<file path="config.mk">
export PLATFORM = sky130hd
export DESIGN_NAME = mss_scorer
export DESIGN_NICKNAME = d
export VERILOG_FILES = /design/src/rtl/mss_pkg.sv /design/src/rtl/mss_scorer.sv
export SDC_FILE = /design/constraint.sdc
export NUM_CORES = 1
export LEC_CHECK = 0
export BUFFER_PORTS_ARGS = -buffer_cell sky130_fd_sc_hd__buf_2
export CORE_UTILIZATION = 53
export CTS_CLUSTER_DIAMETER = 50
export CTS_CLUSTER_SIZE = 25
export DETAILED_ROUTE_END_ITERATION = 8
export GPL_TIMING_DRIVEN = 0
export PLACE_DENSITY = 0.81
export SETUP_SLACK_MARGIN = 0.4
export SLEW_MARGIN = 40
export SYNTH_ARGS = -nofsm -noshare
export SYNTH_HDL_FRONTEND = slang
export SYNTH_SLANG_ARGS = --single-unit
</file>
<file path="constraint.sdc">
create_clock -name aclk -period 9.4 [get_ports aclk]
set_clock_uncertainty 0.2 [all_clocks]
set_input_delay 1.88 -clock aclk [delete_from_list [all_inputs] [get_ports aclk]]
set_output_delay 1.88 -clock aclk [all_outputs]
set_load 0.1 [all_outputs]
</file>
<file path="src/rtl/mss_pkg.sv">
// ----------------------------------------------------------------------------
// mss_pkg
// Shared types and constants of the median string search unit: payload
// structs, register map, reset values and the scorer step flags.
// ----------------------------------------------------------------------------
package mss_pkg;

    typedef struct packed {
        logic [1:0] base;
        logic       last;
    } in_t;

    typedef struct packed {
        logic [15:0] motif;
        logic [7:0]  best_distance;
    } out_t;

    // Flags that travel with each base read during the search.
    typedef struct packed {
        logic win_ok;    // a full window ends at this base
        logic seq_end;   // last base of a sequence
        logic cand_end;  // last base of the data set for this candidate
        logic final_c;   // this candidate is the last one
    } step_flags_t;

    localparam int PADDR_W = 4;
    localparam int PDATA_W = 32;

    localparam logic [1:0] REG_NUM_SEQS  = 2'd0;
    localparam logic [1:0] REG_SEQ_LEN   = 2'd1;
    localparam logic [1:0] REG_MOTIF_LEN = 2'd2;

    localparam logic [4:0] NUM_SEQS_RST  = 5'd4;
    localparam logic [8:0] SEQ_LEN_RST   = 9'd57;
    localparam logic [3:0] MOTIF_LEN_RST = 4'd3;

    localparam logic [7:0] DIST_SAT = 8'hFF;

endpackage

</file>
<file path="src/rtl/mss_scorer.sv">
// ----------------------------------------------------------------------------
// mss_scorer
// Shared scoring unit: takes one base per cycle, keeps the sliding window,
// computes the Hamming distance to the candidate, tracks the per-sequence
// minimum and accumulates the candidate's total score.
// ----------------------------------------------------------------------------
module mss_scorer #(
    parameter int MAX_SEQS  = 16,
    parameter int MAX_MOTIF = 8
) (
    input  logic                                         aclk,
    input  logic                                         aresetn,
    input  logic                                         issue_valid,
    input  mss_pkg::step_flags_t                         issue_flags,
    input  logic [2*MAX_MOTIF-1:0]                       issue_cand,
    input  logic [2*MAX_MOTIF-1:0]                       cand_mask,
    input  logic [1:0]                                   base,
    output logic                                         res_valid,
    output logic                                         res_final,
    output logic [$clog2(MAX_SEQS*MAX_MOTIF+1)-1:0]      res_score,
    output logic [2*MAX_MOTIF-1:0]                       res_cand
);

    import mss_pkg::*;

    localparam int PW = 2 * MAX_MOTIF;
    localparam int LW = $clog2(MAX_MOTIF + 1);
    localparam int SW = $clog2(MAX_SEQS * MAX_MOTIF + 1);

    logic              stg_valid_reg;
    step_flags_t       stg_flags_reg;
    logic [PW-1:0]     stg_cand_reg;

    logic [PW-1:0]     win_reg, win_next;
    logic [LW-1:0]     mind_reg, mind_next;
    logic [SW-1:0]     sum_reg, sum_next;
    logic [PW-1:0]     diff;
    logic [LW-1:0]     win_dist;
    logic [LW-1:0]     mind_upd;
    logic [SW-1:0]     total;

    always_comb begin
        win_next = ((win_reg << 2) | PW'(base)) & cand_mask;
        diff     = win_next ^ stg_cand_reg;
        win_dist = '0;
        for (int i = 0; i < MAX_MOTIF; i++) begin
            win_dist = win_dist + LW'(diff[2*i] | diff[2*i+1]);
        end
        mind_upd = mind_reg;
        if (stg_flags_reg.win_ok && (win_dist < mind_reg)) begin
            mind_upd = win_dist;
        end
        total     = sum_reg + SW'(mind_upd);
        mind_next = mind_upd;
        sum_next  = sum_reg;
        if (stg_flags_reg.seq_end) begin
            mind_next = '1;
            sum_next  = stg_flags_reg.cand_end ? '0 : total;
        end
    end

    always_ff @(posedge aclk) begin
        if (!aresetn) begin
            stg_valid_reg <= 1'b0;
            res_valid     <= 1'b0;
            mind_reg      <= '1;
            sum_reg       <= '0;
        end else begin
            stg_valid_reg <= issue_valid;
            res_valid     <= stg_valid_reg && stg_flags_reg.cand_end;
            if (stg_valid_reg) begin
                mind_reg <= mind_next;
                sum_reg  <= sum_next;
            end
        end
    end

    always_ff @(posedge aclk) begin
        stg_flags_reg <= issue_flags;
        stg_cand_reg  <= issue_cand;
        if (stg_valid_reg) begin
            win_reg   <= win_next;
            res_score <= total;
            res_cand  <= stg_cand_reg;
            res_final <= stg_flags_reg.final_c;
        end
    end

endmodule

</file>
* Word level (Yosys, flattened, before mapping)
Cells that the tools add are included.
** Operators by class
- Divide/modulo/power cells :: 0
- $add $sub $neg :: 8
- Equality and inequality tests :: 0
- Magnitude comparators :: 1
- Multiply operators :: 0
- Shifts and indexed selects :: 0
- Reduce and logical (&&, ||, !) cells :: 3
- Mux-type cells :: 3
- Bitwise operators :: 11
** Operators by type and width (number)
- $add 4x1->4 :: 4
- $and 16x16->16 :: 1
- $or 16x2->16 :: 1
- $xor 16x16->16 :: 1
- $add 8x4->8 :: 1
- $mux 4 :: 2
- $mux 8 :: 1
- $or 1x1->1 :: 8
- $add 3x1->4 :: 1
- $lt 4x4->1 :: 1
- $add 2x1->3 :: 1
- $add 1x1->2 :: 1
- $logic_and 1x1->1 :: 2
- $reduce_and 2->1 :: 1
** Storage, ports and cells
- Bits in latches :: 0
- Input bits :: 41
- RAM bits :: 0
- Bits in registers :: 73
- Bits in read-only memories :: 0
- Output and inout port bits :: 26
- Memories kept :: 0
- Logic and storage cells :: 39

* Depth between registers and ports, before layout
- Depth after elaboration :: 16
- Depth in mapped cells :: 25
- Gate-level depth less buffers :: 25

* Worst setup path before layout
No wires, ideal clock.
- Kind :: input to register
- Start :: in base[0]
- End :: reg res_score[4], data pin
- Library setup time :: 0.258 ns
- Cell stages on the path :: 25
- Setup slack :: 1.990 ns
- Arrival :: 6.952 ns
- Buffers on the path :: 0
- Cells stage by stage :: and2_1 -> xnor2_1 -> and2_1 -> fa_1 -> inv_1 -> fa_1 -> inv_1 -> fa_1 -> inv_1 -> ha_1 -> inv_1 -> fa_1 -> xnor2_1 -> ha_1 -> a21oi_1 -> o21ai_2 -> a21oi_2 -> mux2i_1 -> ha_1 -> inv_1 -> fa_1 -> nor2b_1 -> o21ai_0 -> and2_1 -> xnor2_1
** On the way
- Cells in the longest elaborated chain, start to end :: 15
** RTL lines
- start: declaration :: line mss_scorer.sv:17 : input logic [1:0] base,
- $or 16x2->16 * :: line mss_scorer.sv:43 : win_next = ((win_reg << 2) | PW'(base)) & cand_mask;
- $and 16x16->16 * :: line mss_scorer.sv:43
- $xor 16x16->16 * :: line mss_scorer.sv:44 : diff = win_next ^ stg_cand_reg;
- $or 1x1->1 * :: line mss_scorer.sv:47 : win_dist = win_dist + LW'(diff[2*i] | diff[2*i+1]);
- $add 1x1->2 * :: line mss_scorer.sv:47
- $add 2x1->3 * :: line mss_scorer.sv:47
- $add 3x1->4 * :: line mss_scorer.sv:47
- $add 4x1->4 * (4 in series) :: line mss_scorer.sv:47
- $lt 4x4->1 :: line mss_scorer.sv:50 : if (stg_flags_reg.win_ok && (win_dist < mind_reg)) begin
- $logic_and 1x1->1 :: line mss_scorer.sv:50
- $mux 4 * :: line mss_scorer.sv:50
- $add 8x4->8 * :: line mss_scorer.sv:53 : total = sum_reg + SW'(mind_upd);
- via total[4] :: line mss_scorer.sv:40 : logic [SW-1:0] total;
- end signal: assignment :: line mss_scorer.sv:83 : res_score <= total;
- end: declaration :: line mss_scorer.sv:20 : output logic [$clog2(MAX_SEQS*MAX_MOTIF+1)-1:0] res_score,
The timed path passes the listed nets; every way through them passes the cells marked *.
A chain may end at the register's enable or synchronous reset.

* Final worst setup path
- Start :: in base[0]
- End :: reg res_score[4], data pin
** On the way
- Cells in the longest elaborated chain, start to end :: 15
** RTL lines
- $or 16x2->16 * :: line mss_scorer.sv:43
- $and 16x16->16 * :: line mss_scorer.sv:43
- via win_next[0] :: line mss_scorer.sv:34 : logic [PW-1:0] win_reg, win_next;
- $xor 16x16->16 * :: line mss_scorer.sv:44
- $or 1x1->1 * :: line mss_scorer.sv:47
- $add 1x1->2 * :: line mss_scorer.sv:47
- $add 2x1->3 * :: line mss_scorer.sv:47
- $add 3x1->4 * :: line mss_scorer.sv:47
- $add 4x1->4 * (4 in series) :: line mss_scorer.sv:47
- $lt 4x4->1 :: line mss_scorer.sv:50
- $logic_and 1x1->1 :: line mss_scorer.sv:50
- $mux 4 * :: line mss_scorer.sv:50
- $add 8x4->8 * :: line mss_scorer.sv:53
- via total[4] :: line mss_scorer.sv:40
Marks and branches as above.

==> run summary <==
status - finished, final reports clean
antenna violations before repair - 0
unrepaired setup endpoints after global routing - no
top post-synthesis cells by area - edfxtp_1 (39%), dfxtp_1 (23%), xnor2_1 (6.1%)
I/O Buffers - 66
Post-CTS Resized - 0
Clock transition at path regs - 0.08 ns
DIE AREA - 5949 um2
most frequent cells in the layout - buf_2 (67), edfxtp_1 (39), dfxtp_1 (33)
final worst setup slack - 1.774 ns
asr flop ratio synth - 0%
GRT met3 Usage - 4.286%
setup TNS - 0 ns
nature of the critical path startpoint - input pin
r2r startpoint - win_reg[0]$_DFFE_PP_
initial core utilization - 56.77%
ANT nets after route - 0
syn_nets - 284
core footprint - 5270 um2
share of the yosys chip area belonging to registers - 61.90%
Final Util - 69.37%
fin. max-slew vios - 0
Avg Inst Size Synth - 13.12 um2
met2 usage - 30.71%
worst r2r dst - res_score[4]$_DFFE_PP_
P_leak - 1.539 nW
DR vias - 1925
DIE HEIGHT - 77.13 um
CTS Buffer Depth - 2
GRT Total Usage - 18.50%
Worst VDD drop - 159.5 uV
Initial DRC Count - 112
share of the synthesized area in the top cell type - 39.15%
fin area - 3656 um2
Hold Fails Final Rpt - 0
Max Clk Rate - 131.1 MHz
vias in the first global route - 1912
DRT Pass-1 Iters - 4
CP Capture Type - flip-flop
MaxCap Viol Count - 0
Final Wtd Congestion - 0.8450
Rel. slew slack - 63.55%
worst path arrival time - 7.51 ns
ys flop type - edfxtp_1
largest stage delay on the critical path - 0.54 ns
crit share post-route - 81.13%
Crit path max-delay family - adder cells
Yosys reg bits - 73
clock sinks - 73
CTS tree - yes
P&R area growth vs syn - 22.21%
Yosys warnings - 0
Worst Path Required - 9.29 ns
Post-DP Area - 3413 um2
fillers - 389
Hold EP - res_final$_DFFE_PP_
total stage count of the critical path - 26
placed cells - 364
hold_sp - stg_flags_reg[0]$_DFF_P_
Clock Tree Root - clkbuf_8
Hold WS - 0.2426 ns
GRT overflow - 0
buffers inserted by post-CTS timing repair - 0
residual DRC count - 0
dpl hpwl - 3550 um
Syn Std Cell Area - 2992 um2
largest fanout on the critical path - 5
H-tree Lvls - 3
DR vias/cell - 5.066
GRT Max-Usage Layer - met2
Post-Route WL - 4928 um
Hold Path Class - flip-flop to flip-flop
kind of critical path - input pin to flip-flop
Reg area - 1856 um2
Antenna diodes - 0
Final Critical Period - 7.626 ns
Final Instance Count excl. Fillers - 380
Hold-fix buffers, CTS - 0
wire per inst - 12.97 um
commonest non-fill, non-tap cell in the layout - buf_2
Buf+Inv Stages, Crit Path - 6
FF-to-FF path depth - 25
EDFF count, synth - 39
Worst-Margin Slew - 0.5467 ns
Tot Pwr - 0.8939 mW
Reg2Reg Setup Slack - 3.04 ns
pin count of the biggest net entering global routing - 44
first-pass GRT wire length - 8355 um
Final setup viols - 0
CTS buffer count - 9
area of the multi-input gates - 1045 um2
row count - 26
met1 GRT Util - 22.58%
Distinct cells, synth - 43
hold path cells - 0
dpl ws - 1.457 ns
CP max stage cell - fa_1
Synth Instances - 228
layout cell share with drive strength beyond 1 - 29.03%
PwrDens - 244.5 nW/um2
Total Nets Final - 361
Worst Setup SP - base[0]
IO Pins - 67
Clock Latency Late Sink - 0.33 ns
largest area contributor in the netlist - edfxtp_1
Die X - 77.13 um
==> Yosys cell counts, types with 2 or more instances <==
cell type and count:
inv_1 20, fa_1 5, and2_1 20, xnor2_1 21, nor2_1 7, o21ai_2 2, a32oi_1 5, nor3b_1 2
ha_1 10, nor4_1 2, a21oi_1 4, dfxtp_1 34, and3_1 3, nand2b_1 3, mux2i_1 5, clkbuf_1 3
nor2b_1 5, nand3_1 5, edfxtp_1 39, nand2_1 9, nor3_1 2
==> final cells by class <==
cell class	count	area share, %
buffer	4	0.4449
inverter	21	2.156
sequential	73	50.75
tap	70	2.396
timing repair buffer	66	9.035
multi-input combinational	130	28.58
clock inverter	6	3.149
clock buffer	10	3.491
==> worst max path at each step <==
| stage | to |
|---|---|
| 2_1_floorplan | res_score[4]$_DFFE_PP_ |
| 3_3_place_gp | res_score[4]$_DFFE_PP_ |
| 3_5_place_dp | res_score[4]$_DFFE_PP_ |
| 4_1_cts | res_score[4]$_DFFE_PP_ |
| 5_1_grt | res_score[4]$_DFFE_PP_ |
| 6_report | res_score[4]$_DFFE_PP_ |
==> cells by family (layout without fill, tap and decap cells) <==
logic type               count (synthesis)  in the layout  synth area share [%]
AO/OA/AOI/OAI                           27             27                 8.030
XOR/XNOR                                22             22                 6.441
adder cells (fa/ha/maj)                 15             15                 7.528
buffers and inverters                   25            107                 3.178
flip-flops                              73             73                 61.90
multiplexers                             5              5                 1.673
AND/OR/NAND/NOR                         61             61                 11.25
==> routing by layer <==
metal  vias up  wire length (um)
met1       912              2186
li1        957                 -
met5         -                 0
met4         0                80
met2        48              2443
met3         8               218
==> power breakdown <==
part	switching [mW]	total (mW)	leakage [nW]	internal, mW
combinational	0.160	0.234	0.769	0.0736
sequential	0.00994	0.369	0.653	0.359
clock	0.113	0.291	0.117	0.178
Note: power is estimated with default switching activity, not from simulation.
